## config.mk

```make
export PLATFORM = sky130hd
export DESIGN_NAME = kws_mul
export DESIGN_NICKNAME = d
export VERILOG_FILES = /design/src/hw/rtl/kws_pkg.sv /design/src/hw/rtl/kws_mul.sv
export SDC_FILE = /design/constraint.sdc
export NUM_CORES = 2
export LEC_CHECK = 0
export BUFFER_PORTS_ARGS = -buffer_cell sky130_fd_sc_hd__buf_2
export CAP_MARGIN = 0
export CORE_MARGIN = 2
export CORE_UTILIZATION = 55
export CTS_BUF_LIST = sky130_fd_sc_hd__clkbuf_4 sky130_fd_sc_hd__clkbuf_8 sky130_fd_sc_hd__clkbuf_16
export CTS_CLUSTER_DIAMETER = 40
export CTS_CLUSTER_SIZE = 25
export DETAILED_ROUTE_END_ITERATION = 7
export PLACE_DENSITY = 0.72
export SLEW_MARGIN = 40
export SYNTH_ARGS = -nofsm -noshare
export SYNTH_HDL_FRONTEND = slang
export SYNTH_SLANG_ARGS = --single-unit
```

## constraint.sdc

```tcl
create_clock -name clk -period 17.95 [get_ports clk]
set_input_delay 5.385 -clock clk [delete_from_list [all_inputs] [get_ports clk]]
set_output_delay 5.385 -clock clk [all_outputs]
set_load 0.02 [all_outputs]
```

## src/hw/rtl/kws_pkg.sv

```systemverilog
`default_nettype none

package kws_pkg;

  localparam int MAX_KEYS   = 64;
  localparam int IDX_W      = $clog2(MAX_KEYS);
  localparam int CNT_W      = 7;
  localparam int TIME_W     = 31;
  localparam int RECIP_W    = 32;
  localparam int WGT_W      = 64;
  localparam int LANE_W     = 16;
  localparam int MUL_W      = 33;
  localparam int PROD_W     = 2 * MUL_W;
  localparam int CFG_ADDR_W = 3;
  localparam int CFG_DATA_W = 32;
  localparam int IN_DATA_W  = 232;
  localparam int OUT_DATA_W = 104;

  localparam logic OP_LOAD  = 1'b0;
  localparam logic OP_QUERY = 1'b1;

  localparam logic REG_KEY_COUNT = 1'b0;

  typedef struct packed {
    logic                 morph;
    logic [WGT_W-1:0]     end_weights;
    logic [WGT_W-1:0]     start_weights;
    logic [RECIP_W-1:0]   recip;
    logic [TIME_W-1:0]    key_time;
  } kws_entry_t;

  typedef struct packed {
    logic             en;
    logic [IDX_W-1:0] addr;
    kws_entry_t       data;
  } kws_wr_t;

endpackage

`default_nettype wire

```

## src/hw/rtl/kws_mul.sv

```systemverilog
`default_nettype none

module kws_mul (
  input  wire logic                               clk,
  input  wire logic                               en,
  input  wire logic signed [kws_pkg::MUL_W-1:0]   a,
  input  wire logic signed [kws_pkg::MUL_W-1:0]   b,
  output logic signed      [kws_pkg::PROD_W-1:0]  p_r
);
  import kws_pkg::*;

  always_ff @(posedge clk) begin
    if (en) begin
      p_r <= a * b;
    end
  end

endmodule

`default_nettype wire

```

## Yosys cells after proc, flatten, opt, wreduce, memory -nomap -nowiden

Index checks and enable logic that the tools add are counted.

| cells by class | value |
|---|---|
| $mul | 1 |
| reductions and logical operators | 0 |
| eq/ne operators | 0 |
| div/mod/pow operators | 0 |
| add/subtract/negate cells | 0 |
| mux-type cells | 0 |
| shifts and indexed selects | 0 |
| bitwise logic cells | 0 |
| order comparisons | 0 |

Operator list:

| operator | count |
|---|---|
| 33-bit by 33-bit multiplier with 66-bit output | 1 |

| word-level totals | value |
|---|---|
| word-level logic and storage cells | 2 |
| ROM bits | 0 |
| input bits | 68 |
| memories kept | 0 |
| bits in latches | 0 |
| RAM bits | 0 |
| flip-flop bits (word level) | 66 |

## Depth between registers and ports, before layout

| depth | value |
|---|---|
| depth after elaboration | 1 |
| gate-level depth with buffers | 27 |

## Least setup slack after synthesis

OpenSTA, ideal clock, no wires.

| path | value |
|---|---|
| kind | input to register |
| from | input a[32] (netlist bit) |
| to | register p_r[62] (netlist bit) (data pin) |
| arrival time | 12.481 ns |
| slack | 5.200 ns |
| required time | 17.681 ns |
| stages on the path | 23 |
| cells stage by stage | clkbuf_1 -> nand2_1 -> inv_1 -> fa_1 -> fa_1 -> fa_1 -> fa_1 -> fa_1 -> fa_1 -> fa_1 -> inv_1 -> fa_1 -> inv_1 -> ha_1 -> clkbuf_1 -> and3_1 -> nand3_1 -> nand2b_1 -> a2111oi_4 -> a211oi_4 -> a21o_2 -> a211oi_2 -> a211oi_2 |

| between the ends | value |
|---|---|
| cells in the longest elaborated chain, start to end | 1 |

RTL lines:

| element | line | text |
|---|---|---|
| start, declared | kws_mul.sv:6 | `input wire logic signed [kws_pkg::MUL_W-1:0] a,` |
| 33-bit by 33-bit multiplier with 66-bit output | kws_mul.sv:14 | `p_r <= a * b;` |
| end signal, assigned | kws_mul.sv:14 |  |
| end, declared | kws_mul.sv:8 | `output logic signed [kws_pkg::PROD_W-1:0] p_r` |

Every way passes these cells.
A chain may end at the register's enable or synchronous reset.

## Worst setup path in the final report

| path | value |
|---|---|
| from | input b[4] (netlist bit) |
| to | register p_r[46] (netlist bit) (data pin) |

| between the ends | value |
|---|---|
| cells in the longest elaborated chain, start to end | 1 |

RTL lines:

| element | line | text |
|---|---|---|
| start, declared | kws_mul.sv:7 | `input wire logic signed [kws_pkg::MUL_W-1:0] b,` |
| 33-bit by 33-bit multiplier with 66-bit output | kws_mul.sv:14 |  |

Every way passes these cells.

==> flow_summary_export.csv <==
group,metric,value,unit
run_status,status,"complete, no violations",
drt,route.detailed.vias_per_inst,5.50,
place,place_area,42500,µm²
sta,finalSetupViolations,0,
floorplanning,starting_density_of_the_core,55.6,%
sta,worstMarginPinSlew,0.831,ns
synth,synth_top_flop_cell,"sky130_fd_sc_hd__edfxtp_1",
finish,largest_register,"p_r",
drt,post_drt_wl_per_cell,20.5,µm
drt,overall_routed_net_length,108000,µm
sta,finalWorstPathRequiredPeriod,13.02,ns
setup_path,crit_path_start_kind,"primary input",
setup_path,timing.critical_path.required,18.04,ns
setup_path,cp_max_fo,33,
place,placement.io_buffers,133,
min_path,hold_path.startpoint,"en",
sta,rsz0062_at_grt,"false",
min_path,hold_path_class,"in -> reg",
min_path,worst_min_delay_path_endpoint,"p_r[65]$_DFFE_PP_",
sta,post-route-period-util,72.5,%
clock_network,post_cts.resized_instances,0,
setup_path,critPathArrivalTime,13.11,ns
sta,maxClockFrequency,0.0768,GHz
finish,layout.cells.most_common,"sky130_fd_sc_hd__fa_1",
setup_path,crit_path_category,"in -> reg",
clock_network,postCtsSetupRepairBufs,0,
setup_path,cp_cell_sequence,"buf_2 > nand2_1 > fa_1 > fa_1 > inv_1 > fa_1 > inv_1 > fa_1 > inv_1 > fa_1 > fa_1 > fa_1 > inv_1 > fa_1 > inv_1 > ha_1 > a21oi_1 > o21ai_1 > a311o_1 > a31o_1 > o21ba_2 > o21ai_2 > nor2_1 > a211oi_1",
floorplanning,die_w,278,µm
finish,largest_register_ffs,66,
drt,dr.first_iter.drc_count,1841,
finish,multi_input_area,34300,µm²
global_routing,grt_pass1_vias,31322,
setup_path,worst-path-buf-inv,6,
finish,drive_gt1_share,4.63,%
synth,synthDistinctLibCells,80,
finish,synthToLayoutAreaGrowth,3.40,%
clock_network,hold_buffer_count_at_cts,0,
synth,postSynthNetCount,5768,
synth,synthesis.instances,4338,
floorplanning,pin_count,134,
floorplanning,fp.dieArea,77500,µm²
global_routing,global_route_met3_utilization,2.89,%
floorplanning,core_region_area,74400,µm²
floorplanning,core.rowCount,100,
setup_path,timing.critical_path.slowest_cell_delay,0.58,ns
clock_network,cts_inserted_buffers,9,
sta,hold_viol_final,0,
sta,sum_of_negative_setup_slack,0,ns
global_routing,initial_antenna_violation_count,8,
setup_path,critical-path-slowest-cell,"sky130_fd_sc_hd__buf_2",
synth,yosysWarningCount,0,
clock_network,cts.path.max_buffers,2,
synth,synth-seq-cells,66,
drt,routed-via-count,28871,
synth,post_synth.cell_area_avg,9.54,µm²
setup_path,critical_path.endpoint_type,"flop",
place,place.gp.congestion,0.931,
place,dp.final_hpwl,89300,µm
finish,layout.area.seq,1980,µm²
min_path,whs_path_depth,1,
global_routing,grt_pass1_wl,173000,µm
finish,largestRegisters,"p_r x66",
sta,worst_slew_margin_rel,44.6,%
sta,final.hold.worst_slack,5.48,ns
global_routing,global_route.overflow_total,0,
finish,fin_nets,5703,
job,maxCapViolCount,0,
clock_network,clock_slew_at_the_register_clock_pins_of_the_worst_setup_and_hold_paths,0.07,ns
synth,post_syn_area,41400,µm²
global_routing,grt_usage,29.3,%
drt,drtPass1Iterations,6,
finish,most-common-layout-cells,"1143 x sky130_fd_sc_hd__fa_1, 1131 x sky130_fd_sc_hd__inv_1, 562 x sky130_fd_sc_hd__and2_1",
global_routing,global_route.usage.met2,52.2,%
synth,synth-async-reset-ratio,0,%
clock_network,clock-root-buffer,"sky130_fd_sc_hd__clkbuf_16",
drt,drc,0,
floorplanning,fp.dieH,278,µm
global_routing,grt.met1_usage,35.1,%
synth,synth-edff-count,66,
setup_path,critical-path-top-delay-family,"adder cells",
global_routing,maximum_number_of_pins_on_one_net_before_global_route_repair,55,
sta,timing.final.max_slew_violations,0,
finish,finish.instance_area,42800,µm²
drt,route.antenna.remaining_nets,0,
global_routing,globalRoute.busiestLayer,"met2",
finish,n_fill_cell,6558,
clock_network,clock_sink_count,66,
clock_network,ctsHtreeMaxLevel,3,
synth,ys_seq_area_share,4.79,%
setup_path,critPathMostFrequentCell,"sky130_fd_sc_hd__fa_1",
clock_network,tritoncts,"built",
[final cells by class]
type / count / share of cell area (%)
Multi-Input combinational cell: 2920 / 80.2
Inverter: 1131 / 9.92
Sequential cell: 66 / 4.63
Tap cell: 969 / 2.83
Timing Repair Buffer: 145 / 1.78
Clock buffer: 10 / 0.544
Clock inverter: 6 / 0.0965
Antenna cell: 3 / 0.0175
[logic make-up (layout without fill, tap and decap cells)]
group | after synthesis | count (layout) | synth area share, %
AO/OA/AOI/OAI | 219 | 219 | 4.00
XOR/XNOR | 68 | 68 | 1.44
adder cells (fa/ha/maj) | 1362 | 1362 | 61.9
buffers and inverters | 1352 | 1292 | 12.3
flip-flops | 66 | 66 | 4.79
other | 0 | 3 | 0
AND/OR/NAND/NOR | 1271 | 1271 | 15.5
[metal layers]
layer / share of wire, % / wire [µm]
met1: 35 / 37900
met5: 0.017 / 18
met4: 6.2 / 6670
met2: 54 / 57500
met3: 5.1 / 5440
[Yosys cell counts (4+ instances only)]
master | instances | area, µm²
sky130_fd_sc_hd__buf_2 | 11 | 55.1
sky130_fd_sc_hd__and4_1 | 5 | 43.8
sky130_fd_sc_hd__a21oi_1 | 57 | 285
sky130_fd_sc_hd__edfxtp_1 | 66 | 1980
sky130_fd_sc_hd__xor2_1 | 25 | 219
sky130_fd_sc_hd__nand2_1 | 551 | 2070
sky130_fd_sc_hd__nor2b_1 | 5 | 31.3
sky130_fd_sc_hd__o21bai_1 | 11 | 82.6
sky130_fd_sc_hd__a211o_1 | 6 | 52.6
sky130_fd_sc_hd__o21ai_1 | 6 | 30.0
sky130_fd_sc_hd__nand3_1 | 25 | 125
sky130_fd_sc_hd__inv_1 | 1131 | 4250
sky130_fd_sc_hd__nor2_1 | 68 | 255
sky130_fd_sc_hd__xnor2_1 | 43 | 377
sky130_fd_sc_hd__fa_1 | 1145 | 22900
sky130_fd_sc_hd__a21o_1 | 36 | 270
sky130_fd_sc_hd__clkbuf_1 | 208 | 781
sky130_fd_sc_hd__a31oi_1 | 8 | 50.1
sky130_fd_sc_hd__nor3_1 | 7 | 35.0
sky130_fd_sc_hd__nand4_1 | 11 | 68.8
sky130_fd_sc_hd__a211oi_1 | 7 | 52.6
sky130_fd_sc_hd__and2_1 | 562 | 3520
sky130_fd_sc_hd__o21a_1 | 6 | 45.0
sky130_fd_sc_hd__o211ai_1 | 4 | 30.0
sky130_fd_sc_hd__o21ai_0 | 25 | 125
sky130_fd_sc_hd__nand2b_1 | 12 | 75.1
sky130_fd_sc_hd__ha_1 | 217 | 2720
sky130_fd_sc_hd__and3_1 | 5 | 31.3
[how the worst max path moves through the flow]
stage	slack, ns	start	end	depth (start not counted)
global route	4.59	b[6]	p_r[58]$_DFFE_PP_	24
global placement	4.46	b[9]	p_r[62]$_DFFE_PP_	22
CTS	4.86	b[9]	p_r[58]$_DFFE_PP_	24
detailed placement	4.46	b[9]	p_r[58]$_DFFE_PP_	24
finish	4.93	b[4]	p_r[46]$_DFFE_PP_	24
floorplan	5.20	a[32]	p_r[62]$_DFFE_PP_	23
[per-stage QoR]
| step | instances | util (%) | setup slack (ns) |
|---|---|---|---|
| after floorplan | 4338 | - | 5.20 |
| after global placement | 5231 | 57.1 | 4.46 |
| after detailed placement | 5231 | 57.1 | 4.46 |
| after CTS | 5247 | 57.5 | 4.86 |
| after global routing | 5250 | 57.5 | 4.59 |
| final | 5250 | 57.5 | 4.93 |
Power is left out: the tool's default activity adds up to more than one toggle a clock period on the data nets, which glitch-free logic cannot reach.
